==> src/rtl/grg_pkg.sv <==
// grg_pkg: widths, constants, the case code and the side_t stage struct for the Givens rotation generator.
// No dependencies.
`timescale 1ns / 1ps
package grg_pkg;
  localparam int unsigned DataW = 32;
  localparam int unsigned RootW = 32;
  localparam int unsigned QW = 31;            // quotient bits, up to 2^30 inclusive
  localparam logic [QW-1:0] OneQ30 = QW'(32'h4000_0000);

  typedef logic [DataW-1:0] word_t;

  // special case code travelling with each word
  typedef enum logic [1:0] {
    CASE_GEN   = 2'd0,
    CASE_ZERO  = 2'd1,
    CASE_A     = 2'd2,
    CASE_B     = 2'd3
  } case_e;

  typedef struct packed {
    logic        a_neg;
    logic        b_neg;
    logic [32:0] a_mag;
    logic [32:0] b_mag;
    case_e       kind;
  } side_t;
endpackage

==> src/rtl/grg_in_t.sv <==
// grg_square: square-and-sum front stage.
// Depends on grg_pkg.
`timescale 1ns / 1ps
module grg_square (
  input  logic                 clk_i,
  input  logic                 rst_ni,
  input  logic                 en_i,
  input  logic                 vld_i,
  input  grg_pkg::word_t       a_i,
  input  grg_pkg::word_t       b_i,
  output logic                 vld_o,
  output logic [63:0]          sum_o,
  output grg_pkg::side_t       side_o
);
  import grg_pkg::*;
  logic [32:0] a_mag, b_mag;
  logic        a_neg, b_neg;
  logic [32:0] am_q, bm_q;
  logic        an_q, bn_q, v1_q;
  logic [63:0] a2_q, b2_q;
  side_t       s2_q;
  logic        v2_q;
  case_e       kind;

  assign a_neg = a_i[31];
  assign b_neg = b_i[31];
  assign a_mag = a_neg ? 33'(-{1'b1, a_i}) : {1'b0, a_i};
  assign b_mag = b_neg ? 33'(-{1'b1, b_i}) : {1'b0, b_i};

  always_ff @(posedge clk_i or negedge rst_ni) begin
    if (!rst_ni) begin
      v1_q <= 1'b0;
      v2_q <= 1'b0;
    end else if (en_i) begin
      v1_q <= vld_i;
      v2_q <= v1_q;
    end
  end

  always_ff @(posedge clk_i) begin
    if (en_i) begin
      am_q <= a_mag;
      bm_q <= b_mag;
      an_q <= a_neg;
      bn_q <= b_neg;
      // magnitude up to 2^31: square of low bits, top case exact as 2^62
      a2_q <= am_q[32] ? 64'h4000_0000_0000_0000 : {32'd0, am_q[31:0]} * {32'd0, am_q[31:0]};
      b2_q <= bm_q[32] ? 64'h4000_0000_0000_0000 : {32'd0, bm_q[31:0]} * {32'd0, bm_q[31:0]};
      s2_q <= '{a_neg: an_q, b_neg: bn_q, a_mag: am_q, b_mag: bm_q, kind: kind};
    end
  end

  always_comb begin
    if (am_q == '0 && bm_q == '0) kind = CASE_ZERO;
    else if (bm_q == '0)         kind = CASE_A;
    else if (am_q == '0)         kind = CASE_B;
    else                         kind = CASE_GEN;
  end

  assign vld_o  = v2_q;
  assign sum_o  = a2_q + b2_q;
  assign side_o = s2_q;
endmodule

==> config.mk <==
export PLATFORM = sky130hd
export DESIGN_NAME = grg_square
export DESIGN_NICKNAME = d
export VERILOG_FILES = /design/src/rtl/grg_pkg.sv /design/src/rtl/grg_in_t.sv
export SDC_FILE = /design/constraint.sdc
export NUM_CORES = 2
export LEC_CHECK = 0
export BUFFER_PORTS_ARGS = -buffer_cell sky130_fd_sc_hd__buf_2
export CORE_MARGIN = 5
export CORE_UTILIZATION = 45
export DETAILED_ROUTE_END_ITERATION = 8
export PLACE_DENSITY = 0.58
export RECOVER_POWER = 50
export SYNTH_ARGS = -nofsm -noshare
export SYNTH_HDL_FRONTEND = slang
export SYNTH_SLANG_ARGS = --single-unit
==> constraint.sdc <==
create_clock -name clk_i -period 9.8 [get_ports clk_i]
set_input_delay 1.47 -clock clk_i [delete_from_list [all_inputs] [get_ports clk_i]]
set_output_delay 1.47 -clock clk_i [all_outputs]
set_load 0.02 [all_outputs]
==> summary.txt <==
Status
  • Status: finished, violations left
  • Failing checks: capacitance limit, slew limit

Synth
  • Prevailing post-synth register cell: edfxtp_1
  • Synth Register Bits: 266
  • Sequential share of the synthesized area: 11.1%
  • EDFF count, synth: 264
  • Yosys warnings: 0
  • Synthesized area: 71900 um2
  • Synth unique cells: 68
  • Async S/R FF share, synth: less than 1%
  • Post-synthesis cell count: approximately 7400
  • Avg Inst Size Synth: 9.67 um2

Placement
  • Port Buffers: 202
  • DPL Wire Length: 171 mm
  • GP Congestion: 0.922

STA
  • Sum of negative setup slack: 0 ps
  • Slew headroom: -219%
  • Worst-Margin Slew: 4780 ps
  • Final Max Tran Viols: between 300 and 400
  • Final setup violation count: 0
  • RSZ-0062 raised after global routing: no
  • Worst Skew: 67.7 ps
  • Crit share post-route: a little over nine tenths
  • F_max: 106 MHz
  • Final Hold Vio Count: 0
  • Final worst path period need: around 9400 ps

Floorplan
  • Die Width: 410 um
  • Die ar.: between 150000 and 200000 um2
  • Row count: between 100 and 150
  • Core region area: approximately 160000 um2
  • Die height: about 410 um
  • I/O pins: 203
  • Initial Utilization: roughly 45%

Cells and area
  • Area of the multi-input gates: about 55000 um2
  • Most frequent cells in the layout: inv_1 (1968), fa_1 (1584), ha_1 (661)
  • Final nets: 9839
  • Area growth, synth to finish: 6.66%
  • Register area: roughly 8000 um2
  • Commonest non-fill, non-tap cell in the layout: inv_1
  • Share of layout cells above drive strength 1: under 10%
  • FILL cells: around 15000

Clocking
  • H-tree depth: 2
  • Max clock buf depth: 3
  • Reg clk slew, reported paths: 60 ps
  • PostCTS Resize Cnt: 0
  • CTS Sinks: 266
  • CTS buffer count: 39
  • TritonCTS clock tree: built
  • Hold buffer count at cts: 0
  • Worst-Skew Late Latency: between 600 and 700 ps
  • CTS root buf: clkbuf_16

Global route
  • Global route overflow: 0
  • Antenna violations before repair: 13
  • Largest net degree at the start of global routing: 86
  • GR Util All Layers: between 20 and 25%
  • Global-route wire length before repair: around 320 mm
  • Vias in the first global route: approximately 56000

Setup path
  • Crit-path leading delay family: adder cells
  • CP Data Required Time: around 10000 ps
  • Slowest CP cell: edfxtp_1
  • Critical Path Fanout Max: 18
  • Reg2reg setup slack: ~350 ps
  • Startpoint Class: register
  • Buffer and inverter count on the worst path: 4
  • Critical path start-end classification: reg -> reg
  • WP data arrival: between 9000 and 10000 ps
  • Crit. End Element: register
  • Crit path largest cell delay: about 990 ps
  • Crit path top cell by count: fa_1

Route
  • WL final: 204 mm
  • Via density per instance: about 5.2
  • # DRC: 0
  • Wire per inst: between 20 and 25 um
  • DRT Pass-1 Iters: 6
  • Vias after detailed routing: 50500
  • 1st-iter DRT viols: between 3000 and 4000
  • Detail Route Antenna Nets: 0

Worst hold path
  • Class of the worst hold path: reg -> reg

Flow run
  • Max_cap viols: 6
[metrics by stage]
stage	instances	setup WS, ps	hold WS, ps	cell area, um2	utilization, %
after CTS	9621	416	430	76800	48.5
after floorplan	7441	1830	400	71900	-
final	9629	352	428	76700	48.4
after global placement	9553	468	413	75500	47.6
after detailed placement	9553	477	408	75500	47.6
after global routing	9626	40.1	437	76700	48.4
[repair_timing]
item                                    in CTS  in global routing
endpoints found under the hold margin        0                  0
endpoints found under the setup margin       0                  1
setup buffers                                0                  3
[sequential cells by signal (all words and copies together), names as in the netlist]
register  cells
b2_q         63
am_q         33
bn_q          1
vld_o         1
bm_q         33
an_q          1
side_o       70
a2_q         63
v1_q          1
[worst register-to-register path: stages (launching register included)]
cell and delay [ps]:
edfxtp_1 990, clkbuf_1 430, buf_4 340, and2_1 230, ha_1 260, xor2_1 190
fa_1 570, inv_1 60, fa_1 500, fa_1 570, fa_1 440, fa_1 490
fa_1 520, fa_1 420, ha_1 430, nand4_1 210, or3_1 420, a211oi_1 380
nor3_1 170, buf_4 190, o31ai_1 460, a31oi_1 210, o21ai_1 300, a21boi_0 170
xor2_1 200, nor2_1 60
[area by class of cell]
type,instances,area share [%]
well taps,2072,3.38
diodes,4,0.0131
inverters,1970,9.64
clock inverters,21,0.436
multi-input cells,4902,72.2
repair buffers,347,2.58
flip-flops and latches,266,10.4
clock buffers,47,1.31
[layer usage]
metal  vias to the layer above  global-route usage (%)  part of all wire, %
met5                         -                       0               0.0098
met4                         2                    6.14                  2.9
met3                       281                    3.92                  6.6
met2                      1447                    41.8                   48
met1                     26200                    34.3                   43
li1                      22600                       -                    -
[synth_stat cells (all sizes together), types with 4 or more instances]
master	n	area (um2)
a211o	5	43.8
a211oi	14	105
a21boi	6	45.0
a21o	111	833
a21oi	220	1100
a221oi	5	43.8
a31o	22	193
a31oi	35	219
a41o	4	40.0
a41oi	9	78.8
and2	468	2930
and3	12	75.1
and4	11	96.3
buf	11	42.5
clkbuf	292	1100
edfxtp	264	7930
fa	1584	31700
ha	661	8270
inv	1968	7390
mux2	6	67.6
mux2i	4	40.0
nand2	610	2290
nand2b	20	125
nand3	45	225
nand4	65	407
nor2	256	961
nor2b	47	294
nor3	21	105
nor4	25	163
o2111ai	4	35.0
o211ai	11	82.6
o21a	16	120
o21ai	122	611
o21bai	49	368
o221ai	6	52.6
o31a	4	35.0
o31ai	24	185
o41ai	14	138
or2	11	68.8
or3	9	56.3
or4	19	165
xnor2	195	1710
xor2	124	1090
[final timing paths]
check                             end  cells after the start     start
hold reg to reg            side_o[68]                      0      bn_q
setup reg to reg             b2_q[58]                     25  bm_q[19]
hold / removal             side_o[68]                      0      bn_q
max in group asynchronous        v1_q                      1    rst_ni
setup / recovery             b2_q[58]                     25  bm_q[19]
min in group asynchronous        v1_q                      1    rst_ni
[logic make-up after synthesis]
| group | after synthesis | share of synthesized area (%) |
|---|---|---|
| buffers and inverters | 2273 | 11.9 |
| flip-flops | 266 | 11.1 |
| AND/OR/NAND/NOR | 1626 | 11.1 |
| AO/OA/AOI/OAI | 700 | 6.26 |
| other | 1 | 0.00521 |
| multiplexers | 10 | 0.150 |
| XOR/XNOR | 319 | 3.89 |
| adder cells (fa/ha/maj) | 2245 | 55.6 |
Power is left out: the tool's default activity adds up to more than one toggle a clock period on the data nets, which glitch-free logic cannot reach.
