[src/rtl/grg_pkg.sv]
// grg_pkg: widths, constants, the case code and the side_t stage struct for the Givens rotation generator.
// No dependencies.
`timescale 1ns / 1ps
package grg_pkg;
  localparam int unsigned DataW = 32;
  localparam int unsigned RootW = 32;
  localparam int unsigned QW = 31;            // quotient bits, up to 2^30 inclusive
  localparam logic [QW-1:0] OneQ30 = QW'(32'h4000_0000);

  typedef logic [DataW-1:0] word_t;

  // special case code travelling with each word
  typedef enum logic [1:0] {
    CASE_GEN   = 2'd0,
    CASE_ZERO  = 2'd1,
    CASE_A     = 2'd2,
    CASE_B     = 2'd3
  } case_e;

  typedef struct packed {
    logic        a_neg;
    logic        b_neg;
    logic [32:0] a_mag;
    logic [32:0] b_mag;
    case_e       kind;
  } side_t;
endpackage

[src/rtl/grg_sqrt.sv]
// grg_sqrt: pipelined restoring integer square root, one root bit per stage.
// Depends on grg_pkg.
`timescale 1ns / 1ps
module grg_sqrt (
  input  logic           clk_i,
  input  logic           rst_ni,
  input  logic           en_i,
  input  logic           vld_i,
  input  logic [63:0]    sum_i,
  input  grg_pkg::side_t side_i,
  output logic           vld_o,
  output logic [31:0]    root_o,
  output grg_pkg::side_t side_o
);
  import grg_pkg::*;
  localparam int unsigned N = RootW;
  logic [63:0] x_q [N+1];
  logic [33:0] r_q [N+1];   // partial remainder
  logic [31:0] q_q [N+1];
  side_t       sd_q [N+1];
  logic [N:0]  v_q;

  always_comb begin
    x_q[0]  = sum_i;
    r_q[0]  = '0;
    q_q[0]  = '0;
    sd_q[0] = side_i;
    v_q[0]  = vld_i;
  end

  for (genvar i = 0; i < N; i++) begin : g_st
    logic [33:0] rt, tr;
    logic        ge;
    assign rt = {r_q[i][31:0], x_q[i][63-2*i -: 2]};
    assign tr = {q_q[i], 2'b01};
    assign ge = rt >= tr;
    always_ff @(posedge clk_i or negedge rst_ni) begin
      if (!rst_ni) v_q[i+1] <= 1'b0;
      else if (en_i) v_q[i+1] <= v_q[i];
    end
    always_ff @(posedge clk_i) begin
      if (en_i) begin
        x_q[i+1]  <= x_q[i];
        r_q[i+1]  <= ge ? rt - tr : rt;
        q_q[i+1]  <= {q_q[i][30:0], ge};
        sd_q[i+1] <= sd_q[i];
      end
    end
  end

  assign vld_o  = v_q[N];
  assign root_o = q_q[N];
  assign side_o = sd_q[N];
endmodule

[config.mk]
export PLATFORM = sky130hd
export DESIGN_NAME = grg_sqrt
export DESIGN_NICKNAME = d
export VERILOG_FILES = /design/src/rtl/grg_pkg.sv /design/src/rtl/grg_sqrt.sv
export SDC_FILE = /design/constraint.sdc
export NUM_CORES = 2
export LEC_CHECK = 0
export ABC_CLOCK_PERIOD_IN_PS = 9700
export BUFFER_PORTS_ARGS = -buffer_cell sky130_fd_sc_hd__buf_2
export CAP_MARGIN = 10
export CELL_PAD_IN_SITES_DETAIL_PLACEMENT = 0
export CELL_PAD_IN_SITES_GLOBAL_PLACEMENT = 2
export CORE_MARGIN = 2
export CORE_UTILIZATION = 27
export CTS_CLUSTER_SIZE = 25
export DETAILED_ROUTE_END_ITERATION = 6
export PLACE_DENSITY_LB_ADDON = 0.1
export SYNTH_ARGS = -nofsm -noshare
export SYNTH_HDL_FRONTEND = slang
export SYNTH_SLANG_ARGS = --single-unit
[constraint.sdc]
create_clock -name clk_i -period 9.7 [get_ports clk_i]
set_clock_uncertainty 0.05 [all_clocks]
set_input_delay 1.94 -clock clk_i [delete_from_list [all_inputs] [get_ports clk_i]]
set_output_delay 1.94 -clock clk_i [all_outputs]
set_load 0.05 [all_outputs]
==> metrics.md <==
| Metric | Value |
|---|---|
| Nature of the critical path endpoint | flop |
| Slowest CP cell | nand3_2 |
| Cell mode on critical path | a21oi_1 |
| Transition time of the tightest slew-check pin | 1130 ps |
| TritonCTS clock tree | built |
| Detailed Routing Iterations Pass 1 | 7 |
| Remaining Overflow, GRT | 0 |
| Clk root buf | clkbuf_16 |
| Fin Setup TNS | 0 ps |
| Synth area leaders | edfxtp_1 (77%), ha_1 (3.8%), xor2_1 (2.0%) |
| CP Buf/Inv Count | 0 |
| Setup violators final | 0 |
| Cells along the critical path | ha_1, a21oi_1, nor3b_1, a21oi_1, a211oi_1, a22o_1, o31a_1, nand3_2, nand3_1, nor2_1, xor2_1 |
| Seq cells post-synth | 4738 |
| Worst skew pair latency | 1070 ps |
| Worst reg2reg endpoint | g_st[20].rt[29]$_DFFE_PP_ |
| Starting density of the core | 0.271 |
| Synthesized area | 183000 µm² |
| Synth Flop Type | edfxtp_1 |
| R2R Path Start | g_st[19].rt[4]$_DFFE_PP_ |
| CP Max Fanout | 40 |
| Kind of critical path | reg2reg |
| RSZ-0062 raised after global routing | no |
| Cell count after synthesis | 11116 |
| First-pass GRT wire length | 572 mm |
| Final Cell Area | 214000 µm² |
| Synth cell types | 94 |
| EDFF count, synth | 4706 |
| Via count | 88846 |
| CTS sink cnt | 4738 |
| Final nets | 12468 |
| Fill count | 65570 |
| IO Pins | 241 |
| Largest net degree at the start of global routing | 204 |
| Pleak | 76.6 nW |
| Max clock buf depth | 4 |
| Fraction of layout cells with a size suffix above 1 | 0.109 |
| Die Y-Extent | 827 µm |
| Critical Path End | g_st[20].rt[29]$_DFFE_PP_ |
| PortBufs | 240 |
| Cts hold-fix bufs | 0 |
| Crit path max-delay family | compound AO/OA/AOI/OAI gates |
| Vias in the first global route | 92374 |
| DP Area | 195000 µm² |
| Fmax | 221 MHz |
| Post-DP HPWL | 248 mm |
| R2r setup slk | 5180 ps |
| Post-Syn Nets | 11815 |
| Antenna Violating Nets Remaining | 0 |
| Starting DRC count in detailed routing | 6079 |
| Post-layout min period | 4520 ps |
| Status | finished with violations |
| Setup crit start kind | flop |
| Total GRT Usage | 0.106 |
| Slew HR | 0.241 |
| Register area share after synthesis | 0.777 |
| Arr. time, crit path | 5260 ps |
| Clock Pin Slew Worst Setup and Hold Paths | 60 ps |
| Period utilization | 0.466 |
| Slew Viols, Final | 0 |
| Worst EP required | 10450 ps |
| Post-CTS Resized | 0 |
| P per Cell Area | 253 nW/µm² |
| Placer Congestion | 0.807 |
| H-tree Lvls | 6 |
| CP max stage delay | 700 ps |
| Core Rows | 302 |
| Routed len/inst | 17.6 µm |
| Total core area | 676000 µm² |
| Number of stages on the worst setup path | 11 |
| DIE WIDTH | 827 µm |
| Async set or reset register ratio after synthesis | 0.00675 |
| Max cap viols | 0 |
| Vias/cell | 4.19 |
| # Post-CTS Setup Buffers | 0 |
| Area share of the largest cell type after synthesis | 0.773 |
| Number of hold violations in the final report | 0 |
| Initial antenna violation count | 32 |
| Worst IR Drop VDD | 159 µV |
| Die area | 684000 µm² |
| Failing checks | design-rule violations |
| Worst r2r path cells | 11 |
| Syn-to-layout area delta | 16.8% |
| Num CTS Buffers | 566 |
| Drt total wl | 372 mm |
| Hold crit path type | reg2reg |
| Syn. warnings | 0 |
| Syn avg cell area | 16.4 µm² |
| # DRC | 4 |
| Cell taking the most area after synthesis | edfxtp_1 |
| Crit path launch | g_st[19].rt[4]$_DFFE_PP_ |
-- routing by layer --
layer / global-route usage / wire length, µm / up-vias
li1: - / - / 43209
met5: 0 / 13 / -
met4: 0.0358 / 12600 / 2
met2: 0.169 / 169000 / 1500
met1: 0.147 / 176000 / 43392
met3: 0.0193 / 15300 / 743
-- sequential cells by signal, summed over array words and instances, names as in the netlist --
register	count
sd_q	2170
root_o	32
side_o	70
g_st.rt	1008
g_st.tr	496
v_q	31
vld_o	1
x_q	930
-- cells by family (layout without fill, tap and decap cells) --
kind of cell               count (synthesis)  in the layout  synth area share
DFF                                     4738           4738             0.777
and+or+nand+nor                         2215           2215            0.0593
AOI/OAI and AO/OA                       1733           1733            0.0579
buffers and inverters                    943           2043            0.0209
xor gates and xnor gates                 787            787            0.0377
adders and majority gates                561            561            0.0384
muxes                                    138            138           0.00841
other                                      1              8         0.0000205
-- per-stage QoR --
step / hold WS, ps / utilization / total power (W) / setup slack, ps / instances
after global placement: 350 / 0.289 / 0.0337 / 5030 / 20169
after CTS: 313 / 0.316 / 0.0552 / 5070 / 21184
after global routing: 310 / 0.316 / 0.0569 / 4770 / 21186
after floorplan: 350 / - / 0.0310 / 6140 / 11116
final: 317 / 0.316 / 0.0540 / 5180 / 21191
after detailed placement: 355 / 0.289 / 0.0337 / 5000 / 20169
-- final cells by class --
class	instances	area [µm²]	share of cell area
Sequential cell	4738	142000	0.666
Multi-Input combinational cell	5435	37000	0.173
Clock buffer	697	14800	0.0692
Tap cell	8968	11200	0.0526
Clock inverter	318	3600	0.0168
Inverter	714	2680	0.0126
Timing Repair Buffer	314	2080	0.00976
Antenna cell	7	17.5	0.0000820
-- worst min path at each step --
| stage | start | endpoint | slack [ps] | cells after the start |
|---|---|---|---|---|
| finish | sd_q[1483]$_DFFE_PP_ | sd_q[1413]$_DFFE_PP_ | 320 | 0 |
| global route | sd_q[1483]$_DFFE_PP_ | sd_q[1413]$_DFFE_PP_ | 310 | 0 |
| CTS | sd_q[1463]$_DFFE_PP_ | sd_q[1393]$_DFFE_PP_ | 310 | 0 |
| detailed placement | x_q[392]$_DFFE_PP_ | g_st[27].rt[0]$_DFFE_PP_ | 350 | 0 |
| global placement | sd_q[1312]$_DFFE_PP_ | sd_q[1242]$_DFFE_PP_ | 350 | 0 |
| floorplan | x_q[1514]$_DFFE_PP_ | g_st[10].rt[0]$_DFFE_PP_ | 350 | 0 |
-- cells in the mapped netlist, types with 132 or more instances --
master,count
a21oi_1,533
nand2_1,617
nor2_1,524
clkbuf_1,132
nor3_1,200
edfxtp_1,4706
xor2_1,412
ha_1,561
o21ai_0,493
xnor2_1,374
nand3_1,152
a21o_1,227
inv_1,713
-- power breakdown --
group	leakage (nW)	internal, W	switching, W	total, W
combinational	21.7	0.00278	0.00418	0.00697
sequential	46.1	0.0251	0.00117	0.0262
clock	8.88	0.0121	0.00870	0.0208
total	76.6	0.0399	0.0141	0.0540
-- cells in the final DEF, fill, tap and decap left out, types with 115 or more instances in the layout --
cell,count
o21ai_0,493
xor2_1,412
clkbuf_1,125
inv_1,713
a21oi_1,531
nand3_1,150
clkbuf_16,572
buf_2,239
nor2_1,524
nand2_1,616
nor4_1,115
a21o_1,226
nor3_1,198
ha_1,561
xnor2_1,374
mux2_2,125
edfxtp_1,4706
(Power assumes the default switching activity.)
